### src/hdl/woi_pkg.sv
// Shared types, constants and tables for the wheel odometry integrator.
// Used by the multiplier, divider, rotator and top level; no dependencies.
`default_nettype none

package woi_pkg;

   // payload widths
   localparam int TS_W     = 32;
   localparam int STEER_W  = 16;
   localparam int TOTAL_W  = 32;
   localparam int POSE_W   = 32;
   localparam int REQ_W    = TS_W + STEER_W + 4 * TOTAL_W;
   localparam int RSP_W    = 5 * POSE_W;
   localparam int CSR_IDX_W = 2;
   localparam int CSR_DATA_W = 32;

   // shared serial multiplier: signed a times signed b, b walked one bit a cycle
   localparam int MUL_A_W   = 65;
   localparam int MUL_B_W   = 42;
   localparam int MUL_P_W   = MUL_A_W + MUL_B_W;
   localparam int MUL_CNT_W = $clog2(MUL_B_W);

   // shared restoring divider, unsigned
   localparam int DIV_W     = 64;
   localparam int DIV_CNT_W = $clog2(DIV_W);

   // rotator (sin/cos), Q2.30
   localparam int COR_XW     = 34;
   localparam int COR_ZW     = 33;
   localparam int COR_STEPS  = 30;
   localparam int COR_CNT_W  = $clog2(COR_STEPS);
   localparam logic signed [COR_XW-1:0] COR_GAIN = 34'sd652032874;

   // arithmetic constants
   localparam logic [MUL_B_W-1:0] PI_Q30  = 42'd3373259426;
   localparam logic [MUL_B_W-1:0] ARC_K   = 42'd1570796326795;
   localparam logic [MUL_B_W-1:0] RATE_K  = 42'd6283185;
   localparam logic [MUL_B_W-1:0] SPEED_K = 42'd1000000;
   // 2^32 / 6 rounded up; times x then >> 32 gives floor(x / 6) for x below 2^31
   localparam logic [MUL_B_W-1:0] SIXTH_RECIP = 42'd715827883;
   localparam logic [MUL_B_W-1:0] ONE_Q30 = 42'd1073741824;

   // register indexes and reset values
   localparam logic [CSR_IDX_W-1:0] CSR_DIST_SCALE = 2'd0;
   localparam logic [CSR_IDX_W-1:0] CSR_YAW_SCALE  = 2'd1;
   localparam logic [CSR_IDX_W-1:0] CSR_STEER_MAX  = 2'd2;
   localparam logic [31:0] DIST_SCALE_RST = 32'd8433149;
   localparam logic [30:0] YAW_SCALE_RST  = 31'd33140183;
   localparam logic [30:0] STEER_MAX_RST  = 31'd357913941;

   // sequencer states
   typedef enum logic [4:0] {
      ST_IDLE, ST_ANG, ST_COS, ST_P, ST_DS, ST_DPSI, ST_ARC,
      ST_H1, ST_H2, ST_H3, ST_HL, ST_HC, ST_HD, ST_DSF, ST_MID,
      ST_MX, ST_MY, ST_RQ, ST_RQK, ST_RRK, ST_RRD, ST_RFIN, ST_DONE
   } state_type;

   // arctangent of 2^-i, binary angle with 2^32 a full turn
   function automatic logic [29:0] atan_lut(input logic [COR_CNT_W-1:0] i);
      logic [29:0] v;
      unique case (i)
         5'd0:  v = 30'h20000000;
         5'd1:  v = 30'h12E4051E;
         5'd2:  v = 30'h09FB385B;
         5'd3:  v = 30'h051111D4;
         5'd4:  v = 30'h028B0D43;
         5'd5:  v = 30'h0145D7E1;
         5'd6:  v = 30'h00A2F61E;
         5'd7:  v = 30'h00517C55;
         5'd8:  v = 30'h0028BE53;
         5'd9:  v = 30'h00145F2F;
         5'd10: v = 30'h000A2F98;
         5'd11: v = 30'h000517CC;
         5'd12: v = 30'h00028BE6;
         5'd13: v = 30'h000145F3;
         5'd14: v = 30'h0000A2FA;
         5'd15: v = 30'h0000517D;
         5'd16: v = 30'h000028BE;
         5'd17: v = 30'h0000145F;
         5'd18: v = 30'h00000A30;
         5'd19: v = 30'h00000518;
         5'd20: v = 30'h0000028C;
         5'd21: v = 30'h00000146;
         5'd22: v = 30'h000000A3;
         5'd23: v = 30'h00000051;
         5'd24: v = 30'h00000029;
         5'd25: v = 30'h00000014;
         5'd26: v = 30'h0000000A;
         5'd27: v = 30'h00000005;
         5'd28: v = 30'h00000003;
         5'd29: v = 30'h00000001;
         default: v = 30'h00000000;
      endcase
      return v;
   endfunction

endpackage

`default_nettype wire

### src/hdl/woi_mul.sv
// Bit-serial signed multiplier, one bit of b per cycle (shift and add).
// Depends on woi_pkg for operand widths.
`default_nettype none

module woi_mul (
   input  logic                                 clock,
   input  logic                                 reset,
   input  logic                                 start,
   input  logic signed [woi_pkg::MUL_A_W-1:0]   a,
   input  logic signed [woi_pkg::MUL_B_W-1:0]   b,
   output logic                                 done,
   output logic signed [woi_pkg::MUL_P_W-1:0]   prod
);

   localparam int HW = woi_pkg::MUL_A_W + 2;
   localparam logic [woi_pkg::MUL_CNT_W-1:0] LAST = woi_pkg::MUL_CNT_W'(woi_pkg::MUL_B_W - 1);

   logic signed [HW-1:0]                 hi_ff, hi_in, ext, addend, sum;
   logic [woi_pkg::MUL_B_W-1:0]          lo_ff, lo_in;
   logic signed [woi_pkg::MUL_A_W-1:0]   mc_ff, mc_in;
   logic [woi_pkg::MUL_CNT_W-1:0]        cnt_ff, cnt_in;
   logic                                 busy_ff, busy_in, done_ff, done_in;

   // one partial product a cycle, sign bit of b weighs negative
   always_comb begin
      ext    = HW'(mc_ff);
      addend = '0;
      if (lo_ff[0]) begin
         addend = (cnt_ff == LAST) ? -ext : ext;
      end
      sum     = hi_ff + addend;
      hi_in   = hi_ff;
      lo_in   = lo_ff;
      mc_in   = mc_ff;
      cnt_in  = cnt_ff;
      busy_in = busy_ff;
      done_in = 1'b0;
      if (start) begin
         hi_in   = '0;
         lo_in   = b;
         mc_in   = a;
         cnt_in  = '0;
         busy_in = 1'b1;
      end else if (busy_ff) begin
         hi_in  = sum >>> 1;
         lo_in  = {sum[0], lo_ff[woi_pkg::MUL_B_W-1:1]};
         cnt_in = cnt_ff + 1'b1;
         if (cnt_ff == LAST) begin
            busy_in = 1'b0;
            done_in = 1'b1;
         end
      end
   end

   // control state
   always_ff @(posedge clock) begin
      if (reset) begin
         busy_ff <= 1'b0;
         done_ff <= 1'b0;
      end else begin
         busy_ff <= busy_in;
         done_ff <= done_in;
      end
   end

   // datapath
   always_ff @(posedge clock) begin
      hi_ff  <= hi_in;
      lo_ff  <= lo_in;
      mc_ff  <= mc_in;
      cnt_ff <= cnt_in;
   end

   assign done = done_ff;
   assign prod = {hi_ff[woi_pkg::MUL_A_W-1:0], lo_ff};

endmodule

`default_nettype wire

### config.mk
export PLATFORM = sky130hd
export DESIGN_NAME = woi_mul
export DESIGN_NICKNAME = d
export VERILOG_FILES = /design/src/hdl/woi_pkg.sv /design/src/hdl/woi_mul.sv
export SDC_FILE = /design/constraint.sdc
export NUM_CORES = 1
export LEC_CHECK = 0
export BUFFER_PORTS_ARGS = -buffer_cell sky130_fd_sc_hd__buf_2
export CORE_MARGIN = 2
export CORE_UTILIZATION = 55
export CTS_CLUSTER_DIAMETER = 200
export CTS_CLUSTER_SIZE = 40
export DETAILED_ROUTE_END_ITERATION = 10
export GPL_ROUTABILITY_DRIVEN = 0
export PLACE_DENSITY = 0.85
export SYNTH_ARGS = -nofsm -noshare
export SYNTH_HDL_FRONTEND = slang
export SYNTH_SLANG_ARGS = --single-unit
### constraint.sdc
create_clock -name clock -period 5.5 [get_ports clock]
set_clock_uncertainty 0.05 [all_clocks]
set_input_delay 0.825 -clock clock [delete_from_list [all_inputs] [get_ports clock]]
set_output_delay 0.825 -clock clock [all_outputs]
set_load 0.02 [all_outputs]
==> impl_results.md, run 1 <==
- Status: finished clean
- Total negative slack: 0 ps
- Post-synth EDFFs: 107
- Largest family of logic cells by synthesized area: compound AO/OA/AOI/OAI gates
- Max-slew violations: 0
- FF+latch count, synth: about 180
- Setup violators final: 0
- Placed insts: approximately 1,800
- Critical path arrival: about 5600 ps
- Fraction of layout cells with a size suffix above 1: 0.230
- Endpoint class of the critical path: register
- Simple-gate share of the synthesized area: 0.174
- Max-cap violations: 0
- Vias/cell: 6.12
- Worst hold start: hi_ff[33]$_SDFFE_PP0P_
- Post-synthesis xor/xnor area fraction: 0.0770
- Worst skew pair latency: ~440 ps
- First-pass GRT wire length: approximately 53,000 um
- Commonest non-fill, non-tap cells in the layout: buf_2 (216), edfxtp_1 (107), nor2_1 (106), nand2_1 (99), a21oi_1 (98)
- Reg clk slew, reported paths: 80 ps
- Total gr overflow: 0
- R2R setup slack: roughly 190 ps
- Period utilization: 0.966
- Sequential area share after synthesis: 0.368
- Buffers on Ports: between 200 and 250
- Final net count: ~1,700
- Mapped Nets: roughly 1,600
- CTS Hold Bufs: 0
- Max Clock Freq: around 190 MHz
- Util after Layout: 0.632
- CTS tree: built
- Initial antenna violation count: 2
- Die X: around 160 um
- Slew headroom: 0.310
- Initial core utilization: 0.561
- Netlist Area Pre-Place: 12,700 sq um
- Register-to-Register Path Depth: 19
- Syn_area_per_cell: 9.18 sq um
- Routed Antenna Nets: 0
- Vias in the first global route: 10,758
- Worst r2r src: mc_ff[6]$_DFFE_PP_
- P per Cell Area: around 270 nW/um^2
- Placed wire-length estimate: about 25,000 um
- Fillers: approximately 1,800
- Root Buffer: clkbuf_16
- Tmin final: around 5300 ps
- Diodes inserted: 0
- Synth Area in Compound Gates: 0.183
- Asr flop ratio synth: 0
- Post-Route WL: roughly 34,000 um
- CP max FO: 7
- Mux contribution to synthesized area: 0.0616
- TritonRoute pass-1 iters: 6
- TritonCTS Buffers: 17
- 1st-iter DRT viols: slightly above 800
- Worst reg2reg path endpoint: hi_ff[58]$_SDFFE_PP0P_
- Pwr Total: slightly below 0.004 W
- Worst Tran Pin Value: ~1000 ps
- Synth Warn #: 0
- Prevailing post-synth register cell: edfxtp_1
- WP data required: slightly below 6000 ps
- Wire length per cell: 18.7 um
- Post-DP Area: between 10,000 and 15,000 sq um
- Io pins: around 220
- CP startpoint: mc_ff[6]$_DFFE_PP_
- Residual DRC: 0
- Synth Instances: 1,388
- Core area: about 23,000 sq um
- CTS sink count: 181
- All-Layer GR Usage: 0.274
- Max clock buf depth: 2
- Full die area: ~24,000 sq um
- Hold endpoint: hi_ff[33]$_SDFFE_PP0P_
- P_leak: between 6 and 7 nW
- Synth Area in Adders: 0.0693
- Netlist cell types: 78
- Commonest non-fill, non-tap cell in the layout: buf_2
- Pin count of the biggest net entering global routing: slightly above 80
- Worst IR Drop VDD: between 0.0002 and 0.00025 V
- Post-route cell area: around 14,000 sq um
- H-tree Lvls: 4
- Hold Path Class: register to register
- Worst Setup Start Kind: register
- Area grow syn2layout: 12.6%
- Final Hold Viols: 0
- Row count: 55
- Final std cells w/o fill: approximately 1,800
- Hold path depth: 2
- CP Class: register to register
- Die H: 156 um
- Vias: ~11,000
## worst max-delay path by stage
stage	to	slack, ps	depth (start not counted)
finish	hi_ff[58]$_SDFFE_PP0P_	190	19
global route	hi_ff[55]$_SDFFE_PP0P_	-30	20
CTS	hi_ff[61]$_SDFFE_PP0P_	100	19
detailed placement	hi_ff[61]$_SDFFE_PP0P_	30	19
global placement	hi_ff[61]$_SDFFE_PP0P_	240	19
floorplan	hi_ff[63]$_SDFFE_PP0P_	530	21
## layer usage
layer	wire (um)	part of all wire	GRT usage
met1	13300	0.39	0.333
met2	16300	0.48	0.465
met3	2940	0.087	0.0642
met4	1370	0.040	0.123
met5	26	0.00077	0
## state kept, by name (all words and copies together), names as in the netlist
register and count:
busy_ff 1, hi_ff 66, cnt_ff 6, lo_ff 42
mc_ff 65, done 1
## metrics by stage
stage | setup WS, ps | hold slack [ps]
floorplan | 525 | 404
global placement | 244 | 423
detailed placement | 34.7 | 431
CTS | 105 | 441
global route | -27.3 | 469
finish | 189 | 437
## what timing repair did
item | in CTS | in global routing
buffers inserted | 0 | 3
pin swaps | 0 | 4
setup endpoints to repair | 2 | 12
gates resized for setup | 2 | 16
## critical path: stages, from the launching register on
cell,delay [ps]
edfxtp_1,450
or4_1,660
nor3_1,450
buf_4,240
a21oi_1,80
xor2_1,140
and2_1,160
ha_1,410
nand2_1,100
nor2_1,220
nand4_1,180
a2111oi_1,580
buf_4,220
o21ai_0,200
a21oi_1,230
buf_4,160
o21ai_0,80
o211a_1,180
or4_1,410
nand3_1,70
## logic make-up after synthesis
group	after synthesis
xor+xnor	112
simple gates	431
buf+inv	162
mux	73
compound gates	359
fa+ha+maj	70
flops	181
## cell type report
class                   instances  area (sq um)  share of cell area
multi-input cells            1045          7270               0.506
repair buffers                246          1310              0.0913
well taps                     285           357              0.0248
clock inverters                15           186              0.0130
inverters                      29           109             0.00759
clock buffers                  17           425              0.0296
flip-flops and latches        181          4700               0.327
## Yosys cell counts (all sizes together) (3+ instances only)
master | instances | area, sq um
xor2 | 46 | 403
nand4 | 31 | 194
edfxtp | 107 | 3210
nand3 | 23 | 125
nand2 | 100 | 378
a22o | 4 | 35.0
nand2b | 4 | 25.0
and3 | 9 | 56.3
nor2b | 10 | 62.6
nor2 | 108 | 408
a211o | 3 | 26.3
o21a | 15 | 113
o211ai | 8 | 60.1
inv | 29 | 109
nor3 | 27 | 161
dfxtp | 74 | 1480
a21boi | 12 | 90.1
mux2 | 43 | 484
nor4 | 11 | 83.8
ha | 69 | 863
or4 | 13 | 101
mux2i | 30 | 300
o21ai | 87 | 435
a31oi | 5 | 31.3
clkbuf | 64 | 240
a21oi | 100 | 500
o31ai | 11 | 87.6
and2 | 64 | 400
xnor2 | 66 | 578
a211oi | 15 | 118
a21o | 44 | 330
a221oi | 3 | 26.3
or3 | 21 | 131
o41ai | 10 | 103
buf | 69 | 504
o21bai | 16 | 120
## where the power goes
part	total [W]	switching (W)	internal, W
combinational	0.000919	0.000549	0.000369
sequential	0.00170	0.000128	0.00157
clock	0.00127	0.000644	0.000628
Power figures use the tool's default switching activity.
==> run 2, diff against run 1 <==
CORE_UTILIZATION = 43   (was 55)
PLACE_DENSITY = 0.71   (was 0.85)
==> impl_results.md, run 2 (same netlist as run 1, synthesis figures left out) <==
- CP max FO: 6 (-1)
- Full die area: 31,000 sq um (+27%)
- Die X: 176 um (+13%)
- CTS sink count: 181 (unchanged)
- TritonCTS Buffers: 17 (unchanged)
- Tmin final: 5240 ps (-72.7 ps)
- Vias/cell: 5.63 (-7.9%)
- 1st-iter DRT viols: 871 (+5.6%)
- Die H: 176 um (+13%)
- Initial core utilization: 0.433 (-0.128)
- Post-route cell area: 14,500 sq um (+0.78%)
- Status: finished clean
- All-Layer GR Usage: 0.226 (-0.0484)
- Slew headroom: 0.288 (-0.0220)
- Core area: 29,400 sq um (+29%)
- Leading registers by flop count: hi_ff x66, mc_ff x65, lo_ff x42
- Total gr overflow: 0 (unchanged)
- Placed insts: 1,888 (+5.9%)
- Placed wire-length estimate: 27,300 um (+7.9%)
- Biggest register: hi_ff
- Worst Tran Pin Value: 1070 ps (+33.1 ps)
- Final std cells w/o fill: 1,927 (+6.0%)
- Setup violators final: 0 (unchanged)
- Vias in the first global route: 10,251 (-4.7%)
- Critical path arrival: 5480 ps (-160 ps)
- CP startpoint: mc_ff[10]$_DFFE_PP_
- First-pass GRT wire length: 55,300 um (+3.5%)
- Combined area of the multi-input logic cells: 7260 sq um (-0.15%)
- Max reg flops: 66 (unchanged)
- Total negative slack: 0 ps (unchanged)
- Hold Path Class: register to register
- Initial antenna violation count: 7 (+5)
- Root Buffer: clkbuf_16
- H-tree Lvls: 4 (unchanged)
- Register area: 4700 sq um (unchanged)
- Buffers on Ports: 217 (unchanged)
- Max-slew violations: 0 (unchanged)
- Io pins: 218 (unchanged)
- CP Class: register to register
- Post-DP Area: 13,800 sq um (+0.96%)
- CTS Hold Bufs: 0 (unchanged)
- Slowest CP cell: or4_4
- Fillers: 2,764 (+50%)
- Worst hold start: hi_ff[54]$_SDFFE_PP0P_
- Final Hold Viols: 0 (unchanged)
- Commonest non-fill, non-tap cell in the layout: buf_2
- CTS tree: built
- Worst IR Drop VDD: 0.000168 V (-19%)
- Max-cap violations: 0 (unchanged)
- Pwr Total: 0.00386 W (-0.64%)
- Worst skew pair latency: 460 ps (+20 ps)
- P_leak: 6.21 nW (-0.36%)
- Worst path max stage delay: 530 ps (-130 ps)
- Max clock buf depth: 2 (unchanged)
- Reg clk slew, reported paths: 70 ps (about the same)
- Final net count: 1,699 (-0.059%)
- Max Clock Freq: 191 MHz (+1.4%)
- Post-Route WL: 35,100 um (+3.4%)
- Endpoint class of the critical path: register
- RSZ-0062 raised after global routing: no
- Routed Antenna Nets: 0 (unchanged)
- Row count: 63 (+15%)
- Worst-path cell chain: or3_4 > or4_4 > nor3_4 > buf_12 > nand4_1 > buf_4 > o31ai_1 > xnor2_1 > and2_1 > ha_1 > nand2_1 > o21ai_0 > a21oi_1 > or4_1 > o211ai_1 > nor2_1 > o41ai_1 > xnor2_1 > o21ai_0
- WP data required: 5740 ps (-90 ps)
- Worst r2r src: mc_ff[10]$_DFFE_PP_
- TritonRoute pass-1 iters: 5 (-1)
- Residual DRC: 0 (unchanged)
- P per Cell Area: 267 nW/um^2 (-1.4%)
- Commonest non-fill, non-tap cells in the layout: buf_2 (216), edfxtp_1 (107), nor2_1 (106), a21oi_1 (100), nand2_1 (99)
- Period utilization: 0.952 (-0.0132)
- Util after Layout: 0.492 (-0.140)
- Vias: 10,855 (-2.4%)
- Area grow syn2layout: 13.5%
- Worst Setup Start Kind: register
- Fraction of layout cells with a size suffix above 1: 0.227 (-0.00311)
- Pin count of the biggest net entering global routing: 95 (+17%)
- Wire length per cell: 18.2 um (-2.5%)
## run 2: changes by cell type in the layout (fill, tap and decap cells not counted), moves of 2 or more
cell     change
buf_4        -2
a21oi_1      +2
inv_6        +6
diode_2      +5
inv_12       -2
inv_8        -6
a21oi_2      -2
## run 2: final timing paths
path | to | slack, ps | cells after the start
min reg2reg | hi_ff[54]$_SDFFE_PP0P_ | 440 | 2
max reg2reg | hi_ff[56]$_SDFFE_PP0P_ | 260 | 19
min | hi_ff[54]$_SDFFE_PP0P_ | 440 | 2
max | hi_ff[56]$_SDFFE_PP0P_ | 260 | 19
## run 2: where the power goes
part | internal, W | switching, W
Combinational | 0.000369 | 0.000552
Sequential | 0.00157 | 0.000125
Clock | 0.000645 | 0.000602
Total | 0.00258 | 0.00128
## run 2: metal layers
layer / track usage / part of all wire / up-vias / wire length (um)
met2: 0.359 / 0.46 / 438 / 16100
li1: - / - / 5279 / -
met4: 0.0792 / 0.026 / 4 / 899
met3: 0.0616 / 0.084 / 67 / 2960
met5: 0 / 0.00077 / - / 27
met1: 0.296 / 0.43 / 5067 / 15200
## run 2: cell type report
cell class,count,share of cell area
clock inverters,15,0.0112
diodes,5,0.000865
clock buffers,17,0.0294
inverters,29,0.00753
repair buffers,245,0.0909
flip-flops and latches,181,0.325
well taps,390,0.0337
multi-input cells,1045,0.502
## run 2: metrics by stage
step,hold WS (ps),worst slack (ps)
finish,439,262
global placement,427,169
CTS,444,31.9
floorplan,404,525
detailed placement,436,11.3
global route,462,1.99
## run 2: worst max-delay path: cells and delay by family, from the launching register on
family,cells,cell delay (ps)
buffers and inverters,2,380
and+or+nand+nor,8,2250
adders and majority gates,1,400
AOI/OAI and AO/OA,6,1260
xor gates and xnor gates,2,290
DFF,1,440
## run 2: repair_timing
item                                    4_1_cts  5_1_grt
pin swaps                                     0        3
resized for setup                             1       14
buffers inserted                              0        2
endpoints found under the setup margin        1       17
